<file path="src/hw/rtl/centered_median_filter_unit_macros.svh">
// ----------------------------------------------------------------------------
// Centered median filter assertion macros
// Shared concurrent assertion forms used by the filter modules.
// ----------------------------------------------------------------------------
`ifndef CENTERED_MEDIAN_FILTER_UNIT_MACROS_SVH
`define CENTERED_MEDIAN_FILTER_UNIT_MACROS_SVH

// The consequent must hold in the same cycle as the antecedent.
`define CMF_ASSERT_IMPLIES(label, clk, rst, ante, cons, msg) \
   label: assert property (@(posedge clk) disable iff (rst) (ante) |-> (cons)) else $error(msg);

// The consequent must hold in the cycle after the antecedent.
`define CMF_ASSERT_NEXT(label, clk, rst, ante, cons, msg) \
   label: assert property (@(posedge clk) disable iff (rst) (ante) |=> (cons)) else $error(msg);

`endif

</file>
<file path="src/hw/rtl/cmf_pkg.sv">
`timescale 1ns / 1ps
// ----------------------------------------------------------------------------
// Centered median filter package
// Sample widths, register constants and the transaction and control types.
// ----------------------------------------------------------------------------
package cmf_pkg;

   localparam int SAMPLE_BITS = 16;
   localparam int HALF_BITS = 3;
   localparam int MAX_HALF_DEFAULT = 7;
   localparam logic [HALF_BITS-1:0] HALF_RESET = 3'd1;

   typedef struct packed {
      logic signed [SAMPLE_BITS-1:0] sample;
      logic                          last;
   } req_type;

   typedef struct packed {
      logic signed [SAMPLE_BITS-1:0] median;
      logic                          last_out;
   } rsp_type;

   typedef struct packed {
      logic                          ins_en;
      logic                          del_en;
      logic                          clear_en;
      logic signed [SAMPLE_BITS-1:0] ins_value;
   } op_type;

endpackage

</file>
<file path="src/hw/rtl/cmf_cell.sv">
`timescale 1ns / 1ps
// ----------------------------------------------------------------------------
// Centered median filter sorting cell
// Holds one sample and its age; takes a value from a neighbor or the new sample.
// ----------------------------------------------------------------------------
module cmf_cell #(
   parameter int AGE_W = $clog2(2 * cmf_pkg::MAX_HALF_DEFAULT + 1)
) (
   input  logic                                   clock,
   input  logic                                   reset,
   input  cmf_pkg::op_type                        op,
   input  logic [AGE_W-1:0]                       del_age,
   input  logic                                   gone_in,
   output logic                                   gone_out,
   input  logic signed [cmf_pkg::SAMPLE_BITS-1:0] lower_value,
   input  logic [AGE_W-1:0]                       lower_age,
   input  logic                                   lower_valid,
   input  logic                                   lower_ge,
   input  logic signed [cmf_pkg::SAMPLE_BITS-1:0] upper_value,
   input  logic [AGE_W-1:0]                       upper_age,
   input  logic                                   upper_valid,
   input  logic                                   upper_ge,
   output logic signed [cmf_pkg::SAMPLE_BITS-1:0] value_out,
   output logic [AGE_W-1:0]                       age_out,
   output logic                                   valid_out,
   output logic                                   ge_out
);

   logic signed [cmf_pkg::SAMPLE_BITS-1:0] value_ff, value_in, new_value, lo_value, hi_value;
   logic [AGE_W-1:0] age_ff, age_in, lo_age, hi_age;
   logic valid_ff, valid_in, lo_valid, hi_valid, lo_ge, hi_ge, del_here;

   assign new_value = op.ins_value;
   assign del_here = op.del_en && valid_ff && (age_ff == del_age);
   assign gone_out = gone_in || del_here;
   assign ge_out = !valid_ff || (value_ff > new_value);

   always_comb begin
      lo_value = gone_in ? value_ff : lower_value;
      lo_age = gone_in ? age_ff : lower_age;
      lo_valid = gone_in ? valid_ff : lower_valid;
      lo_ge = gone_in ? ge_out : lower_ge;
      hi_value = gone_out ? upper_value : value_ff;
      hi_age = gone_out ? upper_age : age_ff;
      hi_valid = gone_out ? upper_valid : valid_ff;
      hi_ge = gone_out ? upper_ge : ge_out;

      if (op.clear_en) begin
         valid_in = 1'b0;
         value_in = value_ff;
         age_in = age_ff;
      end else if (op.ins_en && lo_ge) begin
         valid_in = lo_valid;
         value_in = lo_value;
         age_in = lo_age + AGE_W'(1);
      end else if (op.ins_en && hi_ge) begin
         valid_in = 1'b1;
         value_in = new_value;
         age_in = '0;
      end else begin
         valid_in = hi_valid;
         value_in = hi_value;
         age_in = hi_age + AGE_W'(op.ins_en);
      end
   end

   always_ff @(posedge clock) begin
      if (reset) begin
         valid_ff <= 1'b0;
      end else begin
         valid_ff <= valid_in;
      end
   end

   always_ff @(posedge clock) begin
      value_ff <= value_in;
      age_ff <= age_in;
   end

   assign value_out = value_ff;
   assign age_out = age_ff;
   assign valid_out = valid_ff;

endmodule

</file>
<file path="src/hw/rtl/cmf_chain.sv">
`timescale 1ns / 1ps
// ----------------------------------------------------------------------------
// Centered median filter cell chain
// A sorted row of cells that inserts and evicts samples and selects a rank.
// ----------------------------------------------------------------------------
`include "centered_median_filter_unit_macros.svh"

module cmf_chain #(
   parameter int MAX_HALF = cmf_pkg::MAX_HALF_DEFAULT,
   parameter int DEPTH = 2 * MAX_HALF + 1,
   parameter int IDX_W = $clog2(DEPTH)
) (
   input  logic                                   clock,
   input  logic                                   reset,
   input  cmf_pkg::op_type                        op,
   input  logic [IDX_W-1:0]                       del_age,
   input  logic [IDX_W-1:0]                       med_index,
   output logic signed [cmf_pkg::SAMPLE_BITS-1:0] median
);

   logic signed [cmf_pkg::SAMPLE_BITS-1:0] value_w [DEPTH];
   logic [IDX_W-1:0] age_w [DEPTH];
   logic valid_w [DEPTH];
   logic ge_w [DEPTH];
   logic gone_w [DEPTH];

   for (genvar i = 0; i < DEPTH; i++) begin : g_cell
      logic signed [cmf_pkg::SAMPLE_BITS-1:0] lower_value, upper_value;
      logic [IDX_W-1:0] lower_age, upper_age;
      logic lower_valid, lower_ge, upper_valid, upper_ge, gone_in;

      if (i == 0) begin : g_first
         assign lower_value = '0;
         assign lower_age = '0;
         assign lower_valid = 1'b0;
         assign lower_ge = 1'b0;
         assign gone_in = 1'b0;
      end else begin : g_inner_lo
         assign lower_value = value_w[i-1];
         assign lower_age = age_w[i-1];
         assign lower_valid = valid_w[i-1];
         assign lower_ge = ge_w[i-1];
         assign gone_in = gone_w[i-1];
      end

      if (i == DEPTH - 1) begin : g_last
         assign upper_value = '0;
         assign upper_age = '0;
         assign upper_valid = 1'b0;
         assign upper_ge = 1'b1;
      end else begin : g_inner_hi
         assign upper_value = value_w[i+1];
         assign upper_age = age_w[i+1];
         assign upper_valid = valid_w[i+1];
         assign upper_ge = ge_w[i+1];
      end

      cmf_cell #(
         .AGE_W(IDX_W)
      ) u_cell (
         .clock      (clock),
         .reset      (reset),
         .op         (op),
         .del_age    (del_age),
         .gone_in    (gone_in),
         .gone_out   (gone_w[i]),
         .lower_value(lower_value),
         .lower_age  (lower_age),
         .lower_valid(lower_valid),
         .lower_ge   (lower_ge),
         .upper_value(upper_value),
         .upper_age  (upper_age),
         .upper_valid(upper_valid),
         .upper_ge   (upper_ge),
         .value_out  (value_w[i]),
         .age_out    (age_w[i]),
         .valid_out  (valid_w[i]),
         .ge_out     (ge_w[i])
      );
   end

   assign median = value_w[med_index];

   `CMF_ASSERT_IMPLIES(a_del_hits, clock, reset, op.del_en, gone_w[DEPTH-1], "Eviction found no cell with the requested age.")
   `CMF_ASSERT_IMPLIES(a_ins_room, clock, reset, op.ins_en && !op.del_en, !valid_w[DEPTH-1], "Insertion into a full chain.")

   for (genvar k = 0; k < DEPTH - 1; k++) begin : g_order
      `CMF_ASSERT_IMPLIES(a_sorted, clock, reset, valid_w[k+1], valid_w[k] && (value_w[k] <= value_w[k+1]), "Chain is not packed and sorted.")
   end

endmodule

</file>
<file path="src/hw/rtl/centered_median_filter_unit.sv">
`timescale 1ns / 1ps
// ----------------------------------------------------------------------------
// Centered median filter unit
// Gives the median of a centered window of 2h+1 samples, cut at stream ends.
// ----------------------------------------------------------------------------
//  Channel | Direction | Handshake              | Payload
//  req     | in        | req_valid / req_stall  | req_item (sample, last)
//  rsp     | out       | rsp_valid / rsp_stall  | rsp_item (median, last_out)
//  csr     | in        | csr_write_en           | csr_write_data (half-width)
//
// A sample that yields no result is inserted into the sorted cell chain; one that
// yields a result is inserted and then rank-selected into the result register.
// A last sample also flushes the results still due, up to h+1 in all.
// After the half-width is lowered, the next sample first evicts the oldest samples
// until the window fits. Reset empties the chain and sets h to 1.
// While rsp_stall holds back a pending result, the result register holds and the flush waits.
// ----------------------------------------------------------------------------
`include "centered_median_filter_unit_macros.svh"

module centered_median_filter_unit #(
   parameter int MAX_HALF = cmf_pkg::MAX_HALF_DEFAULT
) (
   input  logic                            clock,
   input  logic                            reset,
   input  logic                            req_valid,
   output logic                            req_stall,
   input  cmf_pkg::req_type                req_item,
   output logic                            rsp_valid,
   input  logic                            rsp_stall,
   output cmf_pkg::rsp_type                rsp_item,
   input  logic                            csr_write_en,
   input  logic [cmf_pkg::HALF_BITS-1:0]   csr_write_data
);

   localparam int DEPTH = 2 * MAX_HALF + 1;
   localparam int IDX_W = $clog2(DEPTH);
   localparam int HW = $clog2(MAX_HALF + 1);
   localparam int CNT_W = HW + 1;

   typedef enum logic [2:0] {
      S_IDLE = 3'b001,
      S_TRIM = 3'b010,
      S_EMIT = 3'b100
   } state_type;

   state_type state_ff, state_in;
   logic [cmf_pkg::HALF_BITS-1:0] half_window_ff, half_window_in;
   logic [HW-1:0] h_ff, h_in, j_ff, j_in, eff_half, h_cur, ins_jstart;
   logic [CNT_W-1:0] cnt_ff, cnt_in, len_cur, ins_cnt, flush_keep;
   logic signed [cmf_pkg::SAMPLE_BITS-1:0] sample_ff, sample_in, ins_sample, median;
   logic last_ff, last_in, ins_last, ins_full, ins_due;
   logic rsp_valid_ff, rsp_valid_in;
   cmf_pkg::rsp_type rsp_item_ff, rsp_item_in;
   logic req_accept, out_free, emit_load;
   cmf_pkg::op_type op;
   logic [IDX_W-1:0] del_age, med_index;

   assign req_stall = (state_ff != S_IDLE);
   assign req_accept = req_valid && !req_stall;
   assign out_free = !rsp_valid_ff || !rsp_stall;
   assign half_window_in = csr_write_en ? csr_write_data : half_window_ff;

   always_comb begin
      if (half_window_ff == '0) begin
         eff_half = HW'(1);
      end else if (32'(half_window_ff) > MAX_HALF) begin
         eff_half = HW'(MAX_HALF);
      end else begin
         eff_half = HW'(half_window_ff);
      end
   end

   assign h_cur = (state_ff == S_IDLE) ? eff_half : h_ff;
   assign len_cur = {h_cur, 1'b1};
   assign ins_sample = (state_ff == S_IDLE) ? req_item.sample : sample_ff;
   assign ins_last = (state_ff == S_IDLE) ? req_item.last : last_ff;
   assign ins_full = (cnt_ff == len_cur);
   assign ins_cnt = ins_full ? cnt_ff : cnt_ff + CNT_W'(1);
   assign ins_due = ins_last || (ins_cnt > CNT_W'(h_cur));
   assign ins_jstart = (ins_cnt > CNT_W'(h_cur)) ? '0
                     : HW'(CNT_W'(h_cur) + CNT_W'(1) - ins_cnt);
   assign flush_keep = len_cur - CNT_W'(j_ff) - CNT_W'(1);
   assign del_age = IDX_W'(cnt_ff - CNT_W'(1));
   assign med_index = IDX_W'(cnt_ff >> 1);

   always_comb begin
      logic do_insert;
      do_insert = 1'b0;
      state_in = state_ff;
      h_in = h_ff;
      j_in = j_ff;
      cnt_in = cnt_ff;
      sample_in = sample_ff;
      last_in = last_ff;
      rsp_valid_in = rsp_valid_ff && rsp_stall;
      rsp_item_in = rsp_item_ff;
      emit_load = 1'b0;
      op = '0;
      op.ins_value = ins_sample;

      case (state_ff)
         S_IDLE: begin
            if (req_accept) begin
               h_in = eff_half;
               sample_in = req_item.sample;
               last_in = req_item.last;
               if (cnt_ff > len_cur) begin
                  state_in = S_TRIM;
               end else begin
                  do_insert = 1'b1;
               end
            end
         end
         S_TRIM: begin
            if (cnt_ff > len_cur) begin
               op.del_en = 1'b1;
               cnt_in = cnt_ff - CNT_W'(1);
            end else begin
               do_insert = 1'b1;
            end
         end
         S_EMIT: begin
            if (out_free) begin
               emit_load = 1'b1;
               rsp_valid_in = 1'b1;
               rsp_item_in.median = median;
               rsp_item_in.last_out = last_ff && (j_ff == h_ff);
               if (!last_ff) begin
                  state_in = S_IDLE;
               end else if (j_ff == h_ff) begin
                  op.clear_en = 1'b1;
                  cnt_in = '0;
                  state_in = S_IDLE;
               end else begin
                  if (cnt_ff > flush_keep) begin
                     op.del_en = 1'b1;
                     cnt_in = cnt_ff - CNT_W'(1);
                  end
                  j_in = j_ff + HW'(1);
               end
            end
         end
         default: begin
            state_in = S_IDLE;
         end
      endcase

      if (do_insert) begin
         op.ins_en = 1'b1;
         op.del_en = ins_full;
         cnt_in = ins_cnt;
         j_in = ins_jstart;
         state_in = ins_due ? S_EMIT : S_IDLE;
      end
   end

   always_ff @(posedge clock) begin
      if (reset) begin
         state_ff <= S_IDLE;
         cnt_ff <= '0;
         rsp_valid_ff <= 1'b0;
         half_window_ff <= cmf_pkg::HALF_RESET;
      end else begin
         state_ff <= state_in;
         cnt_ff <= cnt_in;
         rsp_valid_ff <= rsp_valid_in;
         half_window_ff <= half_window_in;
      end
   end

   always_ff @(posedge clock) begin
      h_ff <= h_in;
      j_ff <= j_in;
      sample_ff <= sample_in;
      last_ff <= last_in;
      rsp_item_ff <= rsp_item_in;
   end

   cmf_chain #(
      .MAX_HALF(MAX_HALF)
   ) u_chain (
      .clock    (clock),
      .reset    (reset),
      .op       (op),
      .del_age  (del_age),
      .med_index(med_index),
      .median   (median)
   );

   assign rsp_valid = rsp_valid_ff;
   assign rsp_item = rsp_item_ff;

   `CMF_ASSERT_IMPLIES(a_emit_nonempty, clock, reset, emit_load, cnt_ff != '0, "Result taken from an empty window.")
   `CMF_ASSERT_NEXT(a_last_clears, clock, reset, emit_load && rsp_item_in.last_out, cnt_ff == '0, "Window not emptied after the final result.")
   `CMF_ASSERT_IMPLIES(a_trim_bound, clock, reset, state_ff == S_TRIM, cnt_ff >= len_cur, "Window trimmed below its length.")
   `CMF_ASSERT_IMPLIES(a_flush_index, clock, reset, state_ff == S_EMIT, j_ff <= h_ff, "Flush position beyond the half-width.")

endmodule

</file>
<file path="config.mk">
export PLATFORM = sky130hd
export DESIGN_NAME = centered_median_filter_unit
export DESIGN_NICKNAME = d
export VERILOG_FILES = /design/src/hw/rtl/cmf_pkg.sv /design/src/hw/rtl/cmf_cell.sv /design/src/hw/rtl/cmf_chain.sv /design/src/hw/rtl/centered_median_filter_unit.sv
export VERILOG_INCLUDE_DIRS = /design/src /design/src/hw/rtl
export SDC_FILE = /design/constraint.sdc
export NUM_CORES = 1
export LEC_CHECK = 0
export BUFFER_PORTS_ARGS = -buffer_cell sky130_fd_sc_hd__buf_4
export CORE_UTILIZATION = 40
export CTS_CLUSTER_DIAMETER = 150
export DETAILED_ROUTE_END_ITERATION = 7
export RECOVER_POWER = 25
export SLEW_MARGIN = 20
export SYNTH_ARGS = -nofsm -noshare
export SYNTH_HDL_FRONTEND = slang
export SYNTH_SLANG_ARGS = --single-unit
</file>
<file path="constraint.sdc">
create_clock -name clock -period 9.3 [get_ports clock]
set_clock_uncertainty 0.05 [all_clocks]
set_input_delay 0.465 -clock clock [delete_from_list [all_inputs] [get_ports clock]]
set_output_delay 0.465 -clock clock [all_outputs]
set_load 0.01 [all_outputs]
</file>
==> flow_summary.yaml, run 1 <==
outcome:
  outcome: "finished with violations"
  violations: "capacitance limit, slew limit"
clocking:
  cts_tree: "yes"
  htreeDepth: 2
  cts_post_setup_buffers_inserted: 0
  cts_root_buf: "clkbuf_16"
  cts_max_path_buffers: 3
  path_clk_slew_ps: 60
  clk_latency_ps: 610
  numCtsBuffers: 46
  clock-sinks: 366
global_routing:
  grt_pass1_vias: 26100
  grt_util_all_layers: 0.261
  gr-usage-met2: 0.423
  grt_overflow: 0
  gr-max-usage-layer: "met2"
  met3_usage: 0.0395
  grt_pass1_wl_um: 159000
  grt_max_degree: 166
  grt_util_met1: 0.343
  antenna_found_initial: 0
place:
  dp_slack_ps: 2850
  place_area_mm2: 0.0326
  globalplace.congestion: 0.983
  dp_hpwl_um: 74500
  io_buffers: 43
die:
  die_height_um: 281
  start_util: 0.404
  pin_count: 44
  fp.coreArea_mm2: 0.0773
  num_rows: 102
  die_w_um: 281
  die-area_mm2: 0.0792
synth:
  synth_fp_nets: 3377
  synth_top_area_share: 0.327
  synth_cell_types: 98
  syn_area_per_cell_um2: 10.2
  synth_warnings: 0
  synth_edf_count: 340
  synth_ff_type: "edfxtp_1"
  yosys-top-cells-area: "edfxtp_1 33%, ha_1 12%, mux2i_1 7.9%, mux2_2 3.5%, nand2_1 3.2%"
  async_reset_ff_frac: 0
  synth_seq_area_share: 0.344
  syn_area_mm2: 0.0312
  yosys_register_bits: 366
  synth_area_leader_cell: "edfxtp_1"
  syn_inst: 3050
worst_setup_path:
  slowest_stage: "clkbuf_1"
  ff2ff_path_depth: 13
  arrival_ps: 7690
  crit_path_frequent_cell: "buf_4"
  start_kind: "register"
  reg2reg_to: "u_chain.g_cell[6].u_cell.value_out[9]$_DFFE_PN_"
  r2r_setup_slack_ps: 1870
  cp.required_ps: 9560
  endpoint_kind: "register"
  crit_chain: "clkbuf_1 > ha_1 > nand3_1 > nor2_1 > nor4_2 > a221oi_4 > buf_4 > a21oi_2 > buf_4 > o21a_1 > buf_4 > and2_1 > o31ai_1"
  critPathMaxFanout: 39
  cpPeakStageDelay_ps: 2480
  cp.buffers_inverters: 4
  r2r-start: "cnt_ff[1]$_SDFFE_PP0P_"
  worstSetupPathType: "register to register"
  cp_top_family: "buffers and inverters"
sta:
  finalCritPeriodShare: 0.799
  rsz0062_at_grt: "false"
  timing.final.ws_setup_ps: 1870
  setup_tns_ps: 0
  final_max_slew_viol_count: 39
  final-setup-viol-count: 0
  finalCriticalPeriod_ps: 7430
  finalHoldViolCount: 0
  relSlewSlack: -1.36
  clock.fmax_mhz: 135
  worst_pin_slew_ps: 3540
worst_hold_path:
  whs_endpoint: "half_window_ff[0]$_SDFFE_PP1P_"
  min_from: "csr_write_data[0]"
  hold_depth: 2
  min_path_type: "input port to register"
drt:
  drtPass1Iterations: 6
  drtAntennaViolNets: 0
  viasPerCell: 6.38
  vias: 26200
  drc_errors: 0
  wl_per_cell_um: 25.6
  drt_iter0_markers: 2787
  drt_wl_total_um: 105000
cells_and_area:
  layout-drive-gt1-share: 0.110
  synthToLayoutAreaGrowth_pct: 8.99
  layout_common_cells: "340 x edfxtp_1, 301 x ha_1, 262 x nand2_1, 243 x mux2i_1, 178 x a21oi_1"
  final_common_cell: "edfxtp_1"
  fill_cells: 7382
  design_area_mm2: 0.0340
  nets: 3350
  utilization: 0.440
flow_run:
  max-cap-violations: 1
## timing repair
item / in CTS / in global routing
hold buffers: 7 / 0
resized for setup: 0 / 0
endpoints found under the hold margin: 7 / 0
## worst register-to-register path: stages (launching register included)
cell and delay (ps):
dfxtp_1 320, clkbuf_1 2480, ha_1 590, nand3_1 100
nor2_1 160, nor4_2 660, a221oi_4 40, buf_4 330
a21oi_2 170, buf_4 320, o21a_1 490, buf_4 420
and2_1 800, o31ai_1 210
## metal layers
layer / vias to the layer above / part of all wire
met3: 277 / 0.072
met5: - / 0
li1: 11900 / -
met2: 1185 / 0.46
met4: 0 / 0.047
met1: 12800 / 0.42
## sequential cells by signal (all words and copies together) (netlist names), 4 cells and up
register	count
sample_ff	16
u_chain.g_cell.u_cell.value_out	240
u_chain.g_cell.u_cell.valid_out	15
u_chain.g_cell.u_cell.age_out	60
cnt_ff	4
rsp_item	17
## logic make-up (layout without fill, tap and decap cells)
logic type / count (synthesis) / in the layout / share of synthesized area
buffers and inverters: 285 / 293 / 0.0399
AND/OR/NAND/NOR: 791 / 791 / 0.127
other: 0 / 1 / 0
flip-flops: 366 / 366 / 0.344
AO/OA/AOI/OAI: 795 / 795 / 0.183
multiplexers: 377 / 377 / 0.138
XOR/XNOR: 134 / 134 / 0.0462
adder cells (fa/ha/maj): 302 / 302 / 0.121
## synthesized netlist by cell type (32+ instances only)
| library cell | count |
|---|---|
| edfxtp_1 | 340 |
| ha_1 | 301 |
| nand2_1 | 262 |
| mux2i_1 | 245 |
| a21oi_1 | 180 |
| nor2_1 | 113 |
| nand3_1 | 100 |
| mux2_2 | 96 |
| clkbuf_1 | 90 |
| inv_1 | 82 |
| buf_2 | 74 |
| o22ai_1 | 73 |
| o21ai_0 | 67 |
| xor2_1 | 63 |
| o221ai_1 | 62 |
| o31ai_1 | 54 |
| xnor2_1 | 52 |
| nand4_1 | 46 |
| and3_1 | 45 |
| a21o_1 | 37 |
| a22o_1 | 37 |
| nor2b_1 | 37 |
| or3_1 | 37 |
| a211oi_1 | 33 |
| a22oi_1 | 33 |
| mux4_2 | 32 |
| nor3_1 | 32 |
| o21a_1 | 32 |
## metrics by stage
step,std cells,hold WS (ps)
floorplan,3050,435
global placement,4006,439
detailed placement,4007,438
CTS,4097,13.3
global route,4098,35.9
finish,4099,46.9
## worst max path at each step
stage | end | startpoint | slack (ps) | cells after the start
2_1_floorplan | u_chain.g_cell[0].u_cell.age_out[0]$_SDFFCE_PP0N_ | j_ff[0]$_DFFE_PP_ | 2320 | 5
3_3_place_gp | u_chain.g_cell[1].u_cell.age_out[0]$_DFFE_PN_ | state_ff[0]$_SDFFE_PP1P_ | 3000 | 19
3_5_place_dp | u_chain.g_cell[6].u_cell.value_out[9]$_DFFE_PN_ | state_ff[0]$_SDFFE_PP1P_ | 2850 | 19
4_1_cts | u_chain.g_cell[6].u_cell.value_out[9]$_DFFE_PN_ | state_ff[0]$_SDFFE_PP1P_ | 2850 | 19
5_1_grt | u_chain.g_cell[6].u_cell.value_out[13]$_DFFE_PN_ | cnt_ff[1]$_SDFFE_PP0P_ | 1300 | 13
6_report | u_chain.g_cell[6].u_cell.value_out[9]$_DFFE_PN_ | cnt_ff[1]$_SDFFE_PP0P_ | 1870 | 13
## area by class of cell
class,instances,area [um2],area share
Sequential cell,366,10700,0.315
Multi-Input combinational cell,2399,19300,0.567
Clock inverter,25,282,0.00828
Tap cell,1040,1300,0.0383
Antenna cell,1,2.50,0.0000736
Clock buffer,58,1240,0.0364
Inverter,86,330,0.00971
Timing Repair Buffer,124,845,0.0248
Power of run 1 is left out: the tool's default activity adds up to more than one toggle a clock period on the data nets, which glitch-free logic cannot reach.
==> run 2, diff against run 1 <==
==> constraint.sdc (replaced) <==
create_clock -name clock -period 7.1 [get_ports clock]
set_clock_uncertainty 0.05 [all_clocks]
set_input_delay 0.355 -clock clock [delete_from_list [all_inputs] [get_ports clock]]
set_output_delay 0.355 -clock clock [all_outputs]
set_load 0.01 [all_outputs]
==> flow_summary.yaml, run 2 (synthesized netlist as in run 1, its figures left out) <==
die:
  die-area_mm2: 0.0792
  die_w_um: 281
  pin_count: 44
  start_util: 0.404
  fp.coreArea_mm2: 0.0773
  die_height_um: 281
  num_rows: 102
worst_setup_path:
  cp.buffers_inverters: 3
  crit_chain: "nor3b_1 > inv_1 > buf_4 > nand2_1 > nand2_1 > inv_1 > ha_1 > a2111oi_0 > o211a_1 > a221oi_1 > a211oi_1 > a31o_2 > nand3_1 > o221ai_1"
  start_kind: "register"
  cpPeakStageDelay_ps: 850
  slowest_stage: "a2111oi_0"
  cp.required_ps: 7440
  worstSetupPathType: "register to register"
  arrival_ps: 6610
  cp_top_family: "compound AO/OA/AOI/OAI gates"
  critPathMaxFanout: 25
  endpoint_kind: "register"
  r2r_setup_slack_ps: 830
sta:
  finalCriticalPeriod_ps: 6270
  finalHoldViolCount: 0
  clock.fmax_mhz: 160
  relSlewSlack: -0.918
  final-setup-viol-count: 0
  rsz0062_at_grt: "false"
  setup_tns_ps: 0
  final_max_slew_viol_count: 141
  worst_pin_slew_ps: 2880
  finalCritPeriodShare: 0.883
cells_and_area:
  largest_register_ffs: 240
  regArea_mm2: 0.0107
  nets: 3386
  design_area_mm2: 0.0343
  layout_common_cells: "340 x edfxtp_1, 301 x ha_1, 262 x nand2_1, 243 x mux2i_1, 179 x a21oi_1"
  layout-drive-gt1-share: 0.115
  diodes: 0
  synthToLayoutAreaGrowth_pct: 9.73
  multiInputGateArea_mm2: 0.0193
  layoutNonFillerInstCount: 4130
  fill_cells: 7360
  final_common_cell: "edfxtp_1"
place:
  globalplace.congestion: 0.910
  dp_hpwl_um: 71600
  place_area_mm2: 0.0327
  dp.cells: 4027
  io_buffers: 43
drt:
  wl_per_cell_um: 23.3
  drt_wl_total_um: 96400
  drtPass1Iterations: 6
  viasPerCell: 6.27
  drt_iter0_markers: 2175
  vias: 25900
  drtAntennaViolNets: 0
  drc_errors: 0
clocking:
  clk_latency_ps: 580
  cts_max_path_buffers: 3
  htreeDepth: 2
  path_clk_slew_ps: 60
  numCtsBuffers: 44
  clock-sinks: 366
  post_cts_resized: 0
  cts_root_buf: "clkbuf_16"
  cts_tree: "yes"
worst_hold_path:
  min_path_type: "input port to register"
global_routing:
  antenna_found_initial: 0
  grt_util_all_layers: 0.241
  grt_pass1_vias: 26100
  grt_overflow: 0
  grt_pass1_wl_um: 151000
  grt_max_degree: 133
flow_run:
  max-cap-violations: 2
outcome:
  violations: "capacitance limit, slew limit"
  outcome: "finished with violations"
-- run 2: cell count changes in the layout (fill, tap and decap cells not counted), sizes merged --
| cell | change |
|---|---|
| buf | +17 |
| clkbuf | +3 |
| clkinv | -1 |
| dlygate4sd3 | +19 |
| inv | -3 |
| diode | -1 |
| bufinv | -3 |
-- run 2: final cells by class --
type,instances,share of cell area
well taps,1040,0.0380
clock buffers,59,0.0356
repair buffers,162,0.0360
clock inverters,18,0.00479
multi-input cells,2399,0.563
inverters,86,0.00953
flip-flops and latches,366,0.313
-- run 2: per-layer routing --
metal / vias to the layer above / wire length (um) / track usage
li1: 11900 / - / -
met1: 12800 / 42100 / 0.322
met2: 937 / 46300 / 0.409
met3: 187 / 5140 / 0.0221
met4: 0 / 2890 / 0.0801
met5: - / 0 / 0
-- run 2: timing repair --
| action | 4_1_cts | 5_1_grt |
|---|---|---|
| hold endpoints to repair | 24 | 0 |
| buffers inserted | 0 | 0 |
| hold buffers | 26 | 0 |
-- run 2: path summary, 6_finish.rpt --
| kind | start | end | depth (start not counted) |
|---|---|---|---|
| worst max register to register | state_ff[0]$_SDFFE_PP1P_ | u_chain.g_cell[4].u_cell.value_out[4]$_DFFE_PN_ | 14 |
| worst max-delay path | state_ff[0]$_SDFFE_PP1P_ | u_chain.g_cell[4].u_cell.value_out[4]$_DFFE_PN_ | 14 |
| worst min register to register | half_window_ff[1]$_SDFFE_PP0P_ | h_ff[1]$_DFFE_PP_ | 0 |
| worst min-delay path | req_valid | state_ff[0]$_SDFFE_PP1P_ | 4 |
-- run 2: metrics by stage --
| step | util | hold WS, ps | worst slack [ps] |
|---|---|---|---|
| after floorplan | - | 404 | 119 |
| after global placement | 0.423 | 432 | 1160 |
| after detailed placement | 0.423 | 429 | 1030 |
| after CTS | 0.444 | 60.8 | 1020 |
| after global routing | 0.443 | 111 | 571 |
| final | 0.443 | 96.1 | 834 |
-- run 2: tightest hold or removal path, stage by stage --
cell     delay [ps]
buf_4           100
nor2_1           60
nor2_1           70
o21ai_0          80
Power of run 2 is left out for the same reason.
